<file path="config.mk">
export PLATFORM = sky130hd
export DESIGN_NAME = arx_boomerang_entry_counter_unit
export DESIGN_NICKNAME = d
export VERILOG_FILES = /design/src/sv/abec_pkg.sv /design/src/sv/arx_boomerang_entry_counter_unit.sv /design/src/sv/abec_pair_eval.sv /design/src/sv/abec_sweep_ctrl.sv
export SDC_FILE = /design/constraint.sdc
export NUM_CORES = 1
export LEC_CHECK = 0
export ABC_AREA = 1
export BUFFER_PORTS_ARGS = -buffer_cell sky130_fd_sc_hd__buf_2
export CAP_MARGIN = 40
export CORE_UTILIZATION = 55
export DETAILED_ROUTE_END_ITERATION = 12
export HOLD_SLACK_MARGIN = 0.05
export PLACE_DENSITY = 0.75
export SYNTH_ARGS = -nofsm -noshare
export SYNTH_HDL_FRONTEND = slang
export SYNTH_SLANG_ARGS = --single-unit
</file>
<file path="constraint.sdc">
create_clock -name clk_i -period 4.9 [get_ports clk_i]
set_input_delay 0.735 -clock clk_i [delete_from_list [all_inputs] [get_ports clk_i]]
set_output_delay 0.735 -clock clk_i [all_outputs]
set_load 0.05 [all_outputs]
</file>
<file path="src/sv/abec_pkg.sv">
// ----------------------------------------------------------------------------
// abec_pkg
// Shared types, constants and helpers of the boomerang entry counter.
// ----------------------------------------------------------------------------
package abec_pkg;

  localparam int WORD_BITS  = 16;
  localparam int FIELD_BITS = 16;
  localparam int LIMIT_BITS = 16;
  localparam int CNT_BITS   = 33;
  localparam int WIDE_BITS  = LIMIT_BITS + WORD_BITS;

  typedef logic [WORD_BITS-1:0]  word_t;
  typedef logic [FIELD_BITS-1:0] field_t;
  typedef logic [LIMIT_BITS-1:0] limit_t;
  typedef logic [CNT_BITS-1:0]   cnt_t;
  typedef logic [WIDE_BITS-1:0]  wide_t;

  typedef struct packed {
    field_t alpha;
    field_t alpha_prime;
    field_t beta;
    field_t beta_prime;
  } quartet_t;

  typedef struct packed {
    cnt_t match_count;
    cnt_t pair_count;
  } result_t;

  typedef struct packed {
    word_t alpha;
    word_t alpha_prime;
    word_t beta;
    word_t beta_prime;
  } diff_t;

  typedef struct packed {
    logic  valid;
    logic  last;
    word_t x;
    word_t y;
    diff_t diff;
  } issue_t;

  typedef struct packed {
    logic valid;
    logic last;
    logic hit;
  } eval_t;

  typedef struct packed {
    logic start;
    logic load;
  } ctrl_t;

  typedef enum logic [1:0] {
    S_IDLE,
    S_SWEEP,
    S_DRAIN,
    S_DONE
  } state_e;

  // Zero or out-of-range limit selects the full word range.
  function automatic word_t eff_limit(limit_t lim);
    wide_t w;
    wide_t m;
    w = wide_t'(lim);
    m = wide_t'({WORD_BITS{1'b1}});
    if (w == '0 || w > m) begin
      return '1;
    end
    return word_t'(w);
  endfunction

endpackage

</file>
<file path="src/sv/arx_boomerang_entry_counter_unit.sv">
// ----------------------------------------------------------------------------
// arx_boomerang_entry_counter_unit
// Counts boomerang solutions of one modular-addition quartet over x, y.
// ----------------------------------------------------------------------------
// Operation: the sweep issues every x, y pair up to the effective limit
//   (full word range when the register holds 0), then drains into the result.
// Flow: the shared pair unit tests one x, y pair per cycle; a new quartet is
//   taken only once the finished result waits in the output register.
// Reset: asynchronous, active low; idle, limit register 0, no result pending.
module arx_boomerang_entry_counter_unit (
  input  logic               clk_i,
  input  logic               rst_ni,
  input  logic               cfg_valid_i,
  output logic               cfg_ready_o,
  input  abec_pkg::limit_t   cfg_data_i,
  input  logic               in_valid_i,
  output logic               in_ready_o,
  input  abec_pkg::quartet_t in_data_i,
  output logic               out_valid_o,
  input  logic               out_ready_i,
  output abec_pkg::result_t  out_data_o
);

  abec_pkg::limit_t  limit_q;
  abec_pkg::issue_t  issue;
  abec_pkg::eval_t   eval;
  abec_pkg::ctrl_t   ctrl;
  abec_pkg::cnt_t    match_q;
  abec_pkg::cnt_t    pairs_q;
  abec_pkg::result_t out_q;
  logic              out_valid_q;
  logic              out_free;

  assign cfg_ready_o = 1'b1;
  assign out_free    = !out_valid_q || out_ready_i;

  always_ff @(posedge clk_i or negedge rst_ni) begin
    if (!rst_ni) begin
      limit_q <= '0;
    end else if (cfg_valid_i) begin
      limit_q <= cfg_data_i;
    end
  end

  abec_sweep_ctrl u_ctrl (
    .clk_i      (clk_i),
    .rst_ni     (rst_ni),
    .in_valid_i (in_valid_i),
    .in_ready_o (in_ready_o),
    .in_data_i  (in_data_i),
    .limit_i    (limit_q),
    .out_free_i (out_free),
    .eval_i     (eval),
    .issue_o    (issue),
    .ctrl_o     (ctrl)
  );

  abec_pair_eval u_eval (
    .clk_i   (clk_i),
    .rst_ni  (rst_ni),
    .issue_i (issue),
    .eval_o  (eval)
  );

  always_ff @(posedge clk_i) begin
    if (ctrl.start) begin
      match_q <= '0;
      pairs_q <= '0;
    end else if (eval.valid) begin
      match_q <= match_q + abec_pkg::cnt_t'(eval.hit);
      pairs_q <= pairs_q + 1'b1;
    end
  end

  always_ff @(posedge clk_i or negedge rst_ni) begin
    if (!rst_ni) begin
      out_valid_q <= 1'b0;
    end else if (ctrl.load) begin
      out_valid_q <= 1'b1;
    end else if (out_ready_i) begin
      out_valid_q <= 1'b0;
    end
  end

  always_ff @(posedge clk_i) begin
    if (ctrl.load) begin
      out_q <= '{match_count: match_q, pair_count: pairs_q};
    end
  end

  assign out_valid_o = out_valid_q;
  assign out_data_o  = out_q;

  a_load_after_eval: assert property (@(posedge clk_i) disable iff (!rst_ni)
    ctrl.load |-> !eval.valid)
    else $error("result loaded while pairs still in flight");

  a_start_when_quiet: assert property (@(posedge clk_i) disable iff (!rst_ni)
    ctrl.start |-> !eval.valid && !ctrl.load)
    else $error("new sweep started during evaluation");

  a_result_pairs_nonzero: assert property (@(posedge clk_i) disable iff (!rst_ni)
    $rose(out_valid_q) |-> (out_q.pair_count != '0))
    else $error("result with empty pair count");

endmodule

</file>
<file path="src/sv/abec_pair_eval.sv">
// ----------------------------------------------------------------------------
// abec_pair_eval
// Shared evaluation unit: tests one x, y pair per cycle, registered result.
// ----------------------------------------------------------------------------
module abec_pair_eval (
  input  logic            clk_i,
  input  logic            rst_ni,
  input  abec_pkg::issue_t issue_i,
  output abec_pkg::eval_t  eval_o
);

  abec_pkg::word_t u;
  abec_pkg::word_t v;
  logic            hit;
  logic            valid_q;
  logic            last_q;
  logic            hit_q;

  always_comb begin
    u = ((issue_i.x + issue_i.y) ^ issue_i.diff.beta)
        - (issue_i.y ^ issue_i.diff.beta_prime);
    v = (((issue_i.x ^ issue_i.diff.alpha) + (issue_i.y ^ issue_i.diff.alpha_prime))
         ^ issue_i.diff.beta)
        - (issue_i.y ^ issue_i.diff.alpha_prime ^ issue_i.diff.beta_prime);
    hit = ((u ^ v) == issue_i.diff.alpha);
  end

  always_ff @(posedge clk_i or negedge rst_ni) begin
    if (!rst_ni) begin
      valid_q <= 1'b0;
      last_q  <= 1'b0;
    end else begin
      valid_q <= issue_i.valid;
      last_q  <= issue_i.valid & issue_i.last;
    end
  end

  always_ff @(posedge clk_i) begin
    hit_q <= hit;
  end

  assign eval_o = '{valid: valid_q, last: last_q, hit: hit_q};

  a_valid_follows_issue: assert property (@(posedge clk_i) disable iff (!rst_ni)
    issue_i.valid |=> valid_q)
    else $error("evaluation result lost");

  a_last_implies_valid: assert property (@(posedge clk_i) disable iff (!rst_ni)
    last_q |-> valid_q)
    else $error("last flag without valid result");

  a_no_spurious_valid: assert property (@(posedge clk_i) disable iff (!rst_ni)
    !issue_i.valid |=> !valid_q)
    else $error("result without issued pair");

endmodule

</file>
<file path="src/sv/abec_sweep_ctrl.sv">
// ----------------------------------------------------------------------------
// abec_sweep_ctrl
// Sequencer: holds the quartet and walks x, y over 0..effective limit into the unit.
// ----------------------------------------------------------------------------
module abec_sweep_ctrl (
  input  logic               clk_i,
  input  logic               rst_ni,
  input  logic               in_valid_i,
  output logic               in_ready_o,
  input  abec_pkg::quartet_t in_data_i,
  input  abec_pkg::limit_t   limit_i,
  input  logic               out_free_i,
  input  abec_pkg::eval_t    eval_i,
  output abec_pkg::issue_t   issue_o,
  output abec_pkg::ctrl_t    ctrl_o
);

  abec_pkg::state_e state_q, state_d;
  abec_pkg::word_t  x_q, x_d;
  abec_pkg::word_t  y_q, y_d;
  abec_pkg::word_t  lim_q;
  abec_pkg::diff_t  diff_q;
  logic             accept;
  logic             last;

  assign accept = in_valid_i & in_ready_o;
  assign last   = (x_q == lim_q) && (y_q == lim_q);

  always_ff @(posedge clk_i or negedge rst_ni) begin
    if (!rst_ni) begin
      state_q <= abec_pkg::S_IDLE;
      x_q     <= '0;
      y_q     <= '0;
    end else begin
      state_q <= state_d;
      x_q     <= x_d;
      y_q     <= y_d;
    end
  end

  always_ff @(posedge clk_i) begin
    if (accept) begin
      lim_q              <= abec_pkg::eff_limit(limit_i);
      diff_q.alpha       <= abec_pkg::word_t'(in_data_i.alpha);
      diff_q.alpha_prime <= abec_pkg::word_t'(in_data_i.alpha_prime);
      diff_q.beta        <= abec_pkg::word_t'(in_data_i.beta);
      diff_q.beta_prime  <= abec_pkg::word_t'(in_data_i.beta_prime);
    end
  end

  always_comb begin
    state_d      = state_q;
    x_d          = x_q;
    y_d          = y_q;
    in_ready_o   = 1'b0;
    issue_o      = '{valid: 1'b0, last: last, x: x_q, y: y_q, diff: diff_q};
    ctrl_o       = '{start: 1'b0, load: 1'b0};
    unique case (state_q)
      abec_pkg::S_IDLE: begin
        in_ready_o = 1'b1;
        if (in_valid_i) begin
          ctrl_o.start = 1'b1;
          x_d          = '0;
          y_d          = '0;
          state_d      = abec_pkg::S_SWEEP;
        end
      end
      abec_pkg::S_SWEEP: begin
        issue_o.valid = 1'b1;
        if (last) begin
          state_d = abec_pkg::S_DRAIN;
        end else if (y_q == lim_q) begin
          y_d = '0;
          x_d = x_q + 1'b1;
        end else begin
          y_d = y_q + 1'b1;
        end
      end
      abec_pkg::S_DRAIN: begin
        if (eval_i.valid && eval_i.last) begin
          state_d = abec_pkg::S_DONE;
        end
      end
      abec_pkg::S_DONE: begin
        if (out_free_i) begin
          ctrl_o.load = 1'b1;
          state_d     = abec_pkg::S_IDLE;
        end
      end
      default: begin
        state_d = abec_pkg::S_IDLE;
      end
    endcase
  end

  a_sweep_in_range: assert property (@(posedge clk_i) disable iff (!rst_ni)
    (state_q == abec_pkg::S_SWEEP) |-> (x_q <= lim_q) && (y_q <= lim_q))
    else $error("sweep counter beyond limit");

  a_idle_no_issue: assert property (@(posedge clk_i) disable iff (!rst_ni)
    in_ready_o |-> !issue_o.valid)
    else $error("pair issued while idle");

  a_drain_one_cycle: assert property (@(posedge clk_i) disable iff (!rst_ni)
    (state_q == abec_pkg::S_DRAIN) |-> eval_i.valid && eval_i.last)
    else $error("last pair missing at drain");

  a_load_needs_free: assert property (@(posedge clk_i) disable iff (!rst_ni)
    ctrl_o.load |-> out_free_i && (state_q == abec_pkg::S_DONE))
    else $error("result load while output busy");

endmodule
</file>
[After elaboration in Yosys (flattened, before gate mapping)]
Cells that the tools add are included.
Widths: inputs -> output; s select.
Cells by class
  multiplexer cells: 24
  equality and inequality tests: 12
  add/sub/neg operators: 8
  bitwise operators: 9
  reductions and logical operators: 11
Operators by type and width (number)
  $mux 16: 7
  $xor 16x16->16: 7
  $pmux 16 s2: 2
  $eq 16x16->1: 3
  $add 33x1->33: 1
  $add 33x1->33 const B: 1
  $add 16x1->16 const B: 2
  $add 16x16->16: 2
  $sub 16x16->16: 2
  $logic_not 16->1: 1
  $mux 1: 10
  $mux 2: 4
  $pmux 2 s4: 1
  $reduce_and 4->1: 2
  $ne 2x1->1 const B: 3
  $ne 2x2->1 const B: 3
  $eq 2x2->1 const B: 2
  $reduce_bool 2->1: 2
  $reduce_and 3->1: 1
  $and 1x1->1: 2
  $eq 2x1->1 const B: 1
  $logic_and 1x1->1: 2
  $logic_not 2->1: 1
  $logic_not 1->1: 1
  $logic_or 1x1->1: 1
Word-level totals
  flip-flop bits (word level): 266
  input port bits: 85
  word-level logic and storage cells: 81

[Logic depth before layout (Yosys ltp)]
Gate-level depths: netlist of the first run.
  depth after elaboration: 6
  mapped depth: 27

[By module]
A second synthesis of the first run with hierarchy kept.
Second synthesis, totals
  cells, all modules: 1884
  area, all modules: 15996.6 sq um
By module, submodules not included
  arx_boomerang_entry_counter_unit: instances 1, cells an instance 651, area an instance 6149.6 sq um, sequential area each 3728.6 sq um
  abec_sweep_ctrl: instances 1, cells an instance 557, area an instance 5437.7 sq um, sequential area each 3253.1 sq um
  abec_pair_eval: instances 1, cells an instance 676, area an instance 4409.2 sq um, sequential area each 70.1 sq um

[Worst setup path before layout of the first run]
No wires, ideal clock.
  kind: input -> register
  start point: in out_ready_i
  end point: reg out_q, in the netlist out_data_o[0], enable pin
  path buffers: 0
  required time: 4388 ps
  data arrival time: 3962 ps
  library setup time: 512 ps
  slack: 427 ps
  stages: 2
  path through: inv_1 > a21oi_1
RTL lines
  start: declaration: RTL line arx_boomerang_entry_counter_unit.sv:20  | input logic out_ready_i,
  end signal: assignment: RTL line arx_boomerang_entry_counter_unit.sv:87  | out_q <= '{match_count: match_q, pair_count: pairs_q};
  end: declaration: RTL line arx_boomerang_entry_counter_unit.sv:30  | abec_pkg::result_t out_q;

[Worst setup path in the final report of the first run]
  start point: reg u_ctrl.y_q[0]
  end point: reg u_eval.hit_q
Between the ends
  cells in the longest elaborated chain, start to end: 6
  elaborated cells between the ends (all ways): 11
  classes of those cells: add/sub (4); eq/ne (1); bitwise (6)
RTL lines
  start: declaration: RTL line abec_sweep_ctrl.sv:20  | abec_pkg::word_t y_q, y_d;
  start signal: assignment: RTL line abec_sweep_ctrl.sv:37  | y_q <= y_d;
  $xor 16x16->16: RTL line abec_pair_eval.sv:22, abec_pair_eval.sv:24
  $add 16x16->16: RTL line abec_pair_eval.sv:22  | v = (((issue_i.x ^ issue_i.diff.alpha) + (issue_i.y ^ issue_i.diff.alpha_prime))
  $xor 16x16->16: RTL line abec_pair_eval.sv:23  | ^ issue_i.diff.beta)
  $sub 16x16->16: RTL line abec_pair_eval.sv:24  | - (issue_i.y ^ issue_i.diff.alpha_prime ^ issue_i.diff.beta_prime);
  $xor 16x16->16 (*): RTL line abec_pair_eval.sv:25  | hit = ((u ^ v) == issue_i.diff.alpha);
  $eq 16x16->1 (*): RTL line abec_pair_eval.sv:25
  via u_eval.hit: RTL line abec_pair_eval.sv:14  | logic hit;
  end signal: assignment: RTL line abec_pair_eval.sv:39  | hit_q <= hit;
  end: declaration: RTL line abec_pair_eval.sv:17  | logic hit_q;
Mark *: on every way through the listed nets, which the timed path passes. The rest lies on a longest branch.
A chain may end at the register's enable or synchronous reset.

==> results of run 1 <==
-- path summary, 6_finish.rpt --
path / cells after the start / startpoint / endpoint / slack, ns
max in group asynchronous: 2 / rst_ni / u_eval.last_q$_DFF_PN0_ / 4.14
worst max register to register: 18 / u_ctrl.y_q[0]$_DFFE_PN0P_ / u_eval.hit_q$_DFF_P_ / 0.62
worst min-delay path: 2 / rst_ni / limit_q[12]$_DFFE_PN0P_ / 0.30
worst max-delay path: 18 / u_ctrl.y_q[0]$_DFFE_PN0P_ / u_eval.hit_q$_DFF_P_ / 0.62
min in group clk_i: 1 / in_data_i[34] / u_ctrl.issue_o[34]$_DFFE_PP_ / 0.35
worst min register to register: 0 / pairs_q[32]$_SDFFE_PP0P_ / out_data_o[32]$_DFFE_PP_ / 0.44
-- stage by stage --
| stage | setup WS, ns | hold WS, ns | total power [mW] | utilization, % |
|---|---|---|---|---|
| 2_1_floorplan | 0.427 | 0.408 | 6.90 | - |
| 3_3_place_gp | 0.751 | 0.416 | 7.86 | 59.6 |
| 3_5_place_dp | 0.658 | 0.424 | 8.02 | 59.9 |
| 4_1_cts | 0.623 | 0.312 | 10.1 | 63.0 |
| 5_1_grt | 0.278 | 0.329 | 10.8 | 63.0 |
| 6_report | 0.622 | 0.298 | 10.1 | 63.0 |
-- critical path, delay by kind of cell (launching register included) --
kind,cells,cell delay [ns]
AO/OA/AOI/OAI,5,1.31
XOR/XNOR,3,0.63
adder cells (fa/ha/maj),3,0.95
buffers and inverters,1,0.07
flip-flops,1,0.53
AND/OR/NAND/NOR,6,0.69
-- cells in the mapped netlist, types with 7 or more instances --
library cell | number | area, um^2
nor3_1 | 49 | 245
a31oi_1 | 12 | 75.1
a21oi_1 | 95 | 475
nand4_1 | 34 | 213
nand3b_1 | 10 | 75.1
xor2_1 | 111 | 972
nor2_1 | 136 | 510
nor4_1 | 9 | 56.3
inv_2 | 11 | 41.3
dfxtp_1 | 67 | 1340
buf_2 | 16 | 80.1
nand2_1 | 418 | 1570
nand3_1 | 109 | 546
o21ai_0 | 66 | 330
ha_1 | 74 | 926
nor2_2 | 9 | 56.3
xnor2_1 | 72 | 631
inv_1 | 233 | 875
dfrtp_1 | 53 | 1330
o21a_1 | 7 | 52.6
edfxtp_1 | 144 | 4320
clkbuf_1 | 9 | 33.8
-- cells in the final DEF (no fill, tap or decap), drive strengths merged, types with 3 or more instances in the layout --
| cell | n |
|---|---|
| nand2 | 420 |
| inv | 245 |
| buf | 158 |
| nor2 | 147 |
| edfxtp | 144 |
| nand3 | 112 |
| xor2 | 111 |
| a21oi | 96 |
| ha | 74 |
| o21ai | 73 |
| xnor2 | 72 |
| dfxtp | 67 |
| dfrtp | 53 |
| nor3 | 53 |
| clkbuf | 42 |
| nand4 | 34 |
| a31oi | 12 |
| nor4 | 12 |
| nand3b | 10 |
| o31ai | 8 |
| o21a | 7 |
| clkinv | 6 |
| a211oi | 5 |
| or2 | 5 |
| a21o | 4 |
| fa | 4 |
| o21bai | 3 |
| o211ai | 3 |
-- area by class of cell --
type	count	area share (%)
multi-input combinational	1279	42.2
sequential	264	40.0
tap	378	2.70
clock buffer	42	4.35
timing repair buffer	158	4.88
antenna	1	0.0143
clock inverter	8	0.586
inverter	245	5.30
-- per-layer routing --
layer	global-route usage (%)	share of wire [%]	vias up
met5	0	0	-
met4	8.97	3.3	0
met3	3.05	4.7	84
met2	43.2	47	313
met1	34.0	45	5789
li1	-	-	6320
-- logic make-up (layout without fill, tap and decap cells) --
logic type,Yosys count,count (layout),share of synthesized area (%)
AO/OA/AOI/OAI,219,219,8.14
flip-flops,264,264,45.0
adder cells (fa/ha/maj),78,78,6.48
other,1,2,0.0241
AND/OR/NAND/NOR,798,798,22.5
XOR/XNOR,183,183,10.3
buffers and inverters,285,453,7.50
-- report_power, final --
group | switching, mW | internal, mW | leakage (nW)
clock | 0.857 | 1.17 | 0.421
combinational | 3.36 | 1.59 | 4.78
sequential | 0.272 | 2.81 | 2.59
-- sequential cells by signal, summed over array words and instances (netlist names) --
signal	cells
u_ctrl.state_q	2
u_ctrl.issue_o	62
u_eval.hit_q	1
u_eval.valid_q	1
limit_q	16
u_eval.last_q	1
out_valid_o	1
pairs_q	33
out_data_o	66
u_ctrl.x_q	16
u_ctrl.y_q	16
u_ctrl.lim_q	16
match_q	33
==> results.tsv, run 1 <==
stage	metric	value	unit
global_route	grt_util_all_layers	25.6	%
synthesis	syn-cell-area	15500	um^2
drt	wl	36700	um
clocking	cts_tree	done	
synthesis	synth-async-reset-ratio	20.1	%
setup_path	path_cells	xor2_1 > ha_1 > inv_1 > fa_1 > o21ai_0 > a21oi_1 > o21ai_0 > xor2_1 > ha_1 > nand2_1 > nand2_1 > o21bai_1 > a21oi_1 > nand2_1 > xor2_1 > or2_2 > nand3_1 > nor2_1	
floorplan	pin_count	154	
finish	multi_input_comb_area	7380	um^2
timing	setup_viol	0	
floorplan	num_rows	61	
job	max_cap_violations	0	
synthesis	yosys_warnings	0	
floorplan	die_w	170	um
drt	wl_per_cell	15.5	um
finish	regArea	6990	um^2
floorplan	fp.dieH	170	um
drt	drt_iter0_markers	776	
finish	nFillCells	2403	
finish	fin_area	17500	um^2
global_route	antenna_found_initial	1	
drt	drc	0	
clocking	post_cts_buffers	0	
global_route	overflow	0	
setup_path	arrival	4.73	ns
drt	vias	12500	
clocking	clk-insertion-delay-late	0.56	ns
floorplan	die_area	28900	um^2
drt	dr.pass1.iters	6	
synthesis	ys.flop_type	edfxtp_1	
finish	area_delta_synth_final	12.7	%
clocking	numCtsBuffers	27	
clocking	cts_resized	0	
synthesis	synth_fp_nets	1991	
drt	antenna_left	0	
timing	fmax	0.234	GHz
global_route	grt_pass1_wl	58600	um
drt	vias_per_cell	5.27	
global_route	grt_pass1_vias	12000	
timing	fin_setup_tns	0	ns
synthesis	postSynthAreaPerCell	8.50	um^2
setup_path	end_kind	flop	
timing	grt_setup_unrepaired	no	
setup_path	worstPathRequired	5.36	ns
clocking	clk_pin_slew	0.06	ns
placed_design	place.detailed.hpwl	28200	um
placed_design	placed_area	16600	um^2
synthesis	ys_types	59	
placed_design	numPortBuffers	150	
timing	maxSlewHeadroom	54.6	%
finish	final_cells	2375	
synthesis	ys_seq_area_share	45.0	%
clocking	ctsHoldBuffers	0	
clocking	cts_max_level	1	
clocking	cts_root_buf	clkbuf_16	
pwr	cellPowerDensity	575	nW/um^2
clocking	clock_path_buffers	3	
run_status	status	complete, no violations	
setup_path	cp_max_fo	8	
timing	min_period	4.28	ns
placed_design	dpl.cell_count	2324	
finish	layout.nets	2138	
synthesis	synth-edff-count	144	
setup_path	start_kind	flop	
pwr	ir_worst_vdd	0.000320	V
timing	fin_worst_skew	0.0114	ns
clocking	cts.sink_count	264	
setup_path	crit_type	reg -> reg	
floorplan	initial_core_util	55.9	%
pwr	p_leak	7.79	nW
setup_path	cpPeakStageDelay	0.53	ns
synthesis	synth-seq-cells	264	
setup_path	slowest_stage	dfrtp_1	
floorplan	core	27800	um^2
finish	drive_above_1_share	12.3	%
timing	period_share	87.3	%
placed_design	gp_congestion	0.964	
timing	drv_slew	0	
timing	hold_viol	0	
global_route	grt_max_degree	54	
synthesis	netlist_instances	1828	
worst_hold_path	hold_path.class	in -> async	
timing	worst_pin_slew	0.681	ns
Power figures use the tool's default switching activity.
==> inputs of run 2 (changes only) <==
- SYNTH_HIERARCHICAL: not set -> 1
==> results.tsv, run 2 <==
stage	metric	value	unit
timing	worst_pin_slew	0.819	ns
setup_path	startpoint	u_ctrl/y_q[0]$_DFFE_PN0P_	
clocking	clock_path_buffers	3	
finish	final_cell_mix	454 x nand2_1, 212 x inv_1, 204 x nor2_1	
clocking	clk-insertion-delay-late	0.56	ns
clocking	cts_root_buf	clkbuf_16	
global_route	use_met3	3.09	%
clocking	post_cts_buffers	0	
floorplan	core	28100	um^2
clocking	cts_max_level	1	
setup_path	r2r_setup_slack	0.73	ns
setup_path	reg2reg_depth	20	
worst_hold_path	hold_path.class	in -> async	
timing	min_period	4.17	ns
clocking	numCtsBuffers	28	
pwr	ir_worst_vdd	0.000367	V
setup_path	cp_common_cell	nand2_2	
timing	fin_setup_tns	0	ns
placed_design	dp_slack	0.785	ns
timing	drv_slew	0	
setup_path	arrival	4.61	ns
global_route	top_usage_layer	met2	
timing	grt_setup_unrepaired	no	
setup_path	cp-endpoint	u_eval/hit_q$_DFF_P_	
finish	mostFrequentLayoutCell	nand2_1	
clocking	cts_resized	0	
synthesis	syn-cell-area	15900	um^2
drt	drc	0	
job	max_cap_violations	0	
timing	hold_viol	0	
finish	fin_area	17800	um^2
global_route	gr-usage-met2	42.5	%
timing	timing.final.ws_setup	0.726	ns
clocking	clk_pin_slew	0.06	ns
clocking	cts_tree	done	
drt	dr.pass1.iters	5	
setup_path	reg2reg_to	u_eval/hit_q$_DFF_P_	
global_route	antenna_found_initial	0	
finish	antenna_cells	0	
floorplan	initial_core_util	56.5	%
global_route	grt_max_degree	59	
setup_path	path_cells	xor2_1 > ha_1 > inv_1 > fa_1 > inv_1 > a21oi_2 > o21ai_2 > a21boi_1 > o21ai_0 > xor3_1 > ha_1 > a21oi_1 > o21ai_0 > a21oi_1 > nand2_2 > nand2_2 > nand2_2 > xnor2_1 > xor2_1 > nor2_1	
floorplan	num_rows	61	
placed_design	placed_area	16900	um^2
setup_path	cp_max_fo	8	
floorplan	fp.dieH	172	um
timing	fmax	0.240	GHz
setup_path	slowest_stage	dfrtp_1	
global_route	overflow	0	
drt	wl_per_cell	15.4	um
timing	fin_worst_skew	0.0185	ns
floorplan	die_area	29500	um^2
pwr	cellPowerDensity	577	nW/um^2
finish	drive_above_1_share	14.0	%
placed_design	gp_congestion	0.954	
setup_path	end_kind	flop	
timing	setup_viol	0	
synthesis	yosys_warnings	6	
finish	area_delta_synth_final	12.4	%
synthesis	netlist_instances	1880	
drt	drt_iter0_markers	988	
global_route	grt_pass1_wl	59700	um
setup_path	cpPeakStageDelay	0.53	ns
placed_design	numPortBuffers	148	
setup_path	start_kind	flop	
global_route	grt_util_all_layers	25.7	%
setup_path	reg2reg_from	u_ctrl/y_q[0]$_DFFE_PN0P_	
pwr	p_leak	7.93	nW
finish	largest_reg_flops	66	
setup_path	worstPathRequired	5.34	ns
synthesis	synth_fp_nets	2043	
timing	worst_hold_slack	0.297	ns
placed_design	place.detailed.hpwl	28400	um
run_status	status	complete, no violations	
synthesis	postSynthAreaPerCell	8.44	um^2
drt	wl	37400	um
drt	vias	12800	
timing	maxSlewHeadroom	45.4	%
drt	antenna_left	0	
setup_path	crit_type	reg -> reg	
floorplan	pin_count	154	
timing	period_share	85.2	%
finish	layout.nets	2192	
floorplan	die_w	172	um
clocking	ctsHoldBuffers	0	
clocking	cts.sink_count	262	
global_route	grt_pass1_vias	12200	
drt	vias_per_cell	5.27	
global_route	met1_usage	34.6	%
[run 2: final cells by class]
type | instances | area, um^2
tap | 378 | 473
clock inverter | 11 | 119
clock buffer | 41 | 811
sequential | 262 | 6930
timing repair buffer | 154 | 786
multi-input combinational | 1365 | 7910
inverter | 218 | 823
fill | 2411 | 10200
[run 2: how the worst min path moves through the flow]
stage,start,end,slack (ns),depth (start not counted)
after floorplan,pairs_q[32]$_SDFFE_PP0P_,out_data_o[32]$_DFFE_PP_,0.41,0
after global placement,pairs_q[32]$_SDFFE_PP0P_,out_data_o[32]$_DFFE_PP_,0.42,0
after detailed placement,pairs_q[32]$_SDFFE_PP0P_,out_data_o[32]$_DFFE_PP_,0.42,0
after CTS,rst_ni,out_valid_o$_DFFE_PN0P_,0.31,2
after global routing,in_data_i[58],u_ctrl/issue_o[58]$_DFFE_PP_,0.33,1
final,rst_ni,out_valid_o$_DFFE_PN0P_,0.30,2
[run 2: stage by stage]
step / std cells / util (%) / power, mW
6_report: 2429 / 63.5 / 10.3
5_1_grt: 2429 / 63.5 / 11.0
4_1_cts: 2429 / 63.5 / 10.3
3_5_place_dp: 2377 / 60.2 / 8.18
3_3_place_gp: 2377 / 60.2 / 8.04
2_1_floorplan: 1880 / - / 7.14
[run 2: layer usage]
layer	share of wire [%]	wire length [um]	vias up
li1	-	-	6449
met1	45	16700	5906
met2	46	17400	376
met3	5.6	2090	77
met4	3.4	1280	0
met5	0	0	-
[run 2: power by group]
part	total, mW	switching (mW)	internal (mW)
Combinational	5.21	3.41	1.80
Sequential	3.00	0.276	2.73
Clock	2.09	0.875	1.21
[run 2: critical path, delay by kind of cell (launching register included)]
family                     cells  cell delay [ns]
and+or+nand+nor                4             0.30
adders and majority gates      3             1.06
buffers and inverters          2             0.17
DFF                            1             0.53
xor gates and xnor gates       4             0.90
AOI/OAI and AO/OA              7             1.10
==> inputs of run 3 (changes only) <==
- CORE_ASPECT_RATIO: not set -> 0.6
- CORE_UTILIZATION: 55 -> 41
- PLACE_DENSITY: 0.75 -> not set
==> results.tsv, run 3 (synthesis results as in run 2) <==
stage	metric	value	unit
run_status	status	complete, no violations	
setup_path	start_kind	flop	
clocking	cts_tree	done	
global_route	grt_max_degree	54	
finish	final_cells	2570	
clocking	numCtsBuffers	28	
global_route	grt_pass1_wl	65100	um
placed_design	gp_congestion	0.952	
timing	min_period	4.26	ns
pwr	cellPowerDensity	585	nW/um^2
floorplan	die_w	256	um
job	max_cap_violations	0	
floorplan	num_rows	55	
global_route	grt_pass1_vias	11800	
finish	largest_reg_flops	66	
drt	drc	0	
global_route	grt_util_all_layers	21.1	%
finish	mostFrequentLayoutCell	nand2_1	
clocking	cts_resized	0	
finish	layout.nets	2198	
setup_path	end_kind	flop	
finish	drive_above_1_share	14.3	%
setup_path	cp_max_fo	9	
clocking	clk_pin_slew	0.07	ns
timing	worst_pin_slew	0.746	ns
pwr	ir_worst_vdd	0.000450	V
clocking	clk-insertion-delay-late	0.58	ns
timing	hold_viol	0	
floorplan	die_area	39500	um^2
drt	vias_per_cell	5.03	
setup_path	cpPeakStageDelay	0.65	ns
clocking	ctsHoldBuffers	0	
finish	final_cell_mix	454 x nand2_1, 212 x inv_1, 204 x nor2_1	
timing	fmax	0.235	GHz
placed_design	place.detailed.hpwl	32600	um
pwr	p_leak	7.97	nW
clocking	cts.sink_count	262	
finish	antenna_cells	0	
timing	setup_viol	0	
clocking	cts_root_buf	clkbuf_16	
global_route	antenna_found_initial	0	
timing	period_share	87.0	%
finish	area_delta_synth_final	13.9	%
clocking	cts_max_level	1	
drt	vias	12900	
floorplan	initial_core_util	41.9	%
drt	dr.pass1.iters	7	
worst_hold_path	hold_path.class	in -> async	
drt	wl_per_cell	16.2	um
timing	fin_worst_skew	0.0325	ns
setup_path	reg2reg_from	u_ctrl/y_q[3]$_DFFE_PN0P_	
floorplan	pin_count	154	
placed_design	dpl.cell_count	2518	
floorplan	core	37900	um^2
timing	drv_slew	0	
setup_path	reg2reg_depth	19	
timing	timing.final.ws_setup	0.638	ns
timing	maxSlewHeadroom	50.3	%
setup_path	reg2reg_to	u_eval/hit_q$_DFF_P_	
setup_path	slowest_stage	dfrtp_1	
clocking	clock_path_buffers	3	
setup_path	r2r_setup_slack	0.64	ns
setup_path	crit_buf_inv	0	
timing	grt_setup_unrepaired	no	
setup_path	path_cells	xor2_1 > ha_1 > a21oi_1 > o21ai_0 > a21oi_2 > o21ai_2 > a21boi_1 > o21ai_0 > xor3_1 > ha_1 > a21oi_1 > o21ai_0 > a21oi_1 > nand2_2 > nand2_2 > nand2_2 > xnor2_1 > xor2_1 > nor2_1	
placed_design	numPortBuffers	148	
placed_design	dp_slack	0.750	ns
setup_path	worstPathRequired	5.34	ns
global_route	overflow	0	
drt	antenna_left	0	
floorplan	fp.dieH	154	um
drt	wl	41800	um
timing	fin_setup_tns	0	ns
setup_path	arrival	4.70	ns
clocking	post_cts_buffers	0	
setup_path	crit_type	reg -> reg	
drt	drt_iter0_markers	990	
setup_path	critical_path.top_delay_family	compound AO/OA/AOI/OAI gates	
-- run 3: cell types whose count changed in the layout (fill, tap and decap cells not counted), sizes merged --
cell and change:
clkinv +3, inv -1, clkinvlp -1, bufinv +2, buf +6, clkbuf -3
-- run 3: layout make-up --
cell class,count,area (um^2)
Fill cell,3666,19800
Multi-Input combinational cell,1365,7910
Sequential cell,262,6930
Timing Repair Buffer,160,851
Inverter,218,823
Clock buffer,38,758
Tap cell,513,642
Clock inverter,14,169
-- run 3: worst register-to-register path, stage by stage (launching register included) --
cell      delay (ns)
dfrtp_1         0.65
xor2_1          0.29
ha_1            0.35
a21oi_1         0.21
o21ai_0         0.13
a21oi_2         0.25
o21ai_2         0.10
a21boi_1        0.23
o21ai_0         0.13
xor3_1          0.25
ha_1            0.37
a21oi_1         0.16
o21ai_0         0.10
a21oi_1         0.28
nand2_2         0.13
nand2_2         0.08
nand2_2         0.04
xnor2_1         0.17
xor2_1          0.15
nor2_1          0.06
-- run 3: metrics by stage --
stage	total power [mW]	hold WS (ns)	util, %	instance area (um^2)
after global routing	11.3	0.309	47.7	18100
after global placement	8.27	0.423	45.2	17100
final	10.6	0.290	47.7	18100
after floorplan	7.14	0.408	-	15900
after detailed placement	8.40	0.419	45.2	17200
after CTS	10.6	0.308	47.7	18100
-- run 3: per-layer routing --
metal | track usage (%) | part of all wire (%) | routed length (um)
met2 | 28.4 | 38 | 15800
met3 | 4.08 | 8.0 | 3330
met5 | 0 | 0 | 0
met4 | 3.54 | 1.2 | 482
met1 | 34.2 | 53 | 22200
-- run 3: power by group --
| group | internal, mW | total [mW] | switching (mW) | leakage (nW) |
|---|---|---|---|---|
| clock network | 1.25 | 2.14 | 0.889 | 0.451 |
| registers | 2.73 | 2.97 | 0.248 | 2.57 |
| logic | 1.83 | 5.47 | 3.64 | 4.95 |
-- run 3: worst max-delay path by stage --
stage                                        from                        to  slack [ns]  cells after the start
floorplan           u_ctrl/state_q[0]$_DFFE_PN0P_  pairs_q[25]$_SDFFE_PP0P_        1.29                     10
global placement        u_ctrl/x_q[0]$_DFFE_PN0P_      u_eval/hit_q$_DFF_P_        0.77                     24
detailed placement      u_ctrl/y_q[3]$_DFFE_PN0P_      u_eval/hit_q$_DFF_P_        0.75                     19
CTS                     u_ctrl/y_q[3]$_DFFE_PN0P_      u_eval/hit_q$_DFF_P_        0.72                     19
global route            u_ctrl/y_q[3]$_DFFE_PN0P_      u_eval/hit_q$_DFF_P_        0.25                     21
finish                  u_ctrl/y_q[3]$_DFFE_PN0P_      u_eval/hit_q$_DFF_P_        0.64                     19
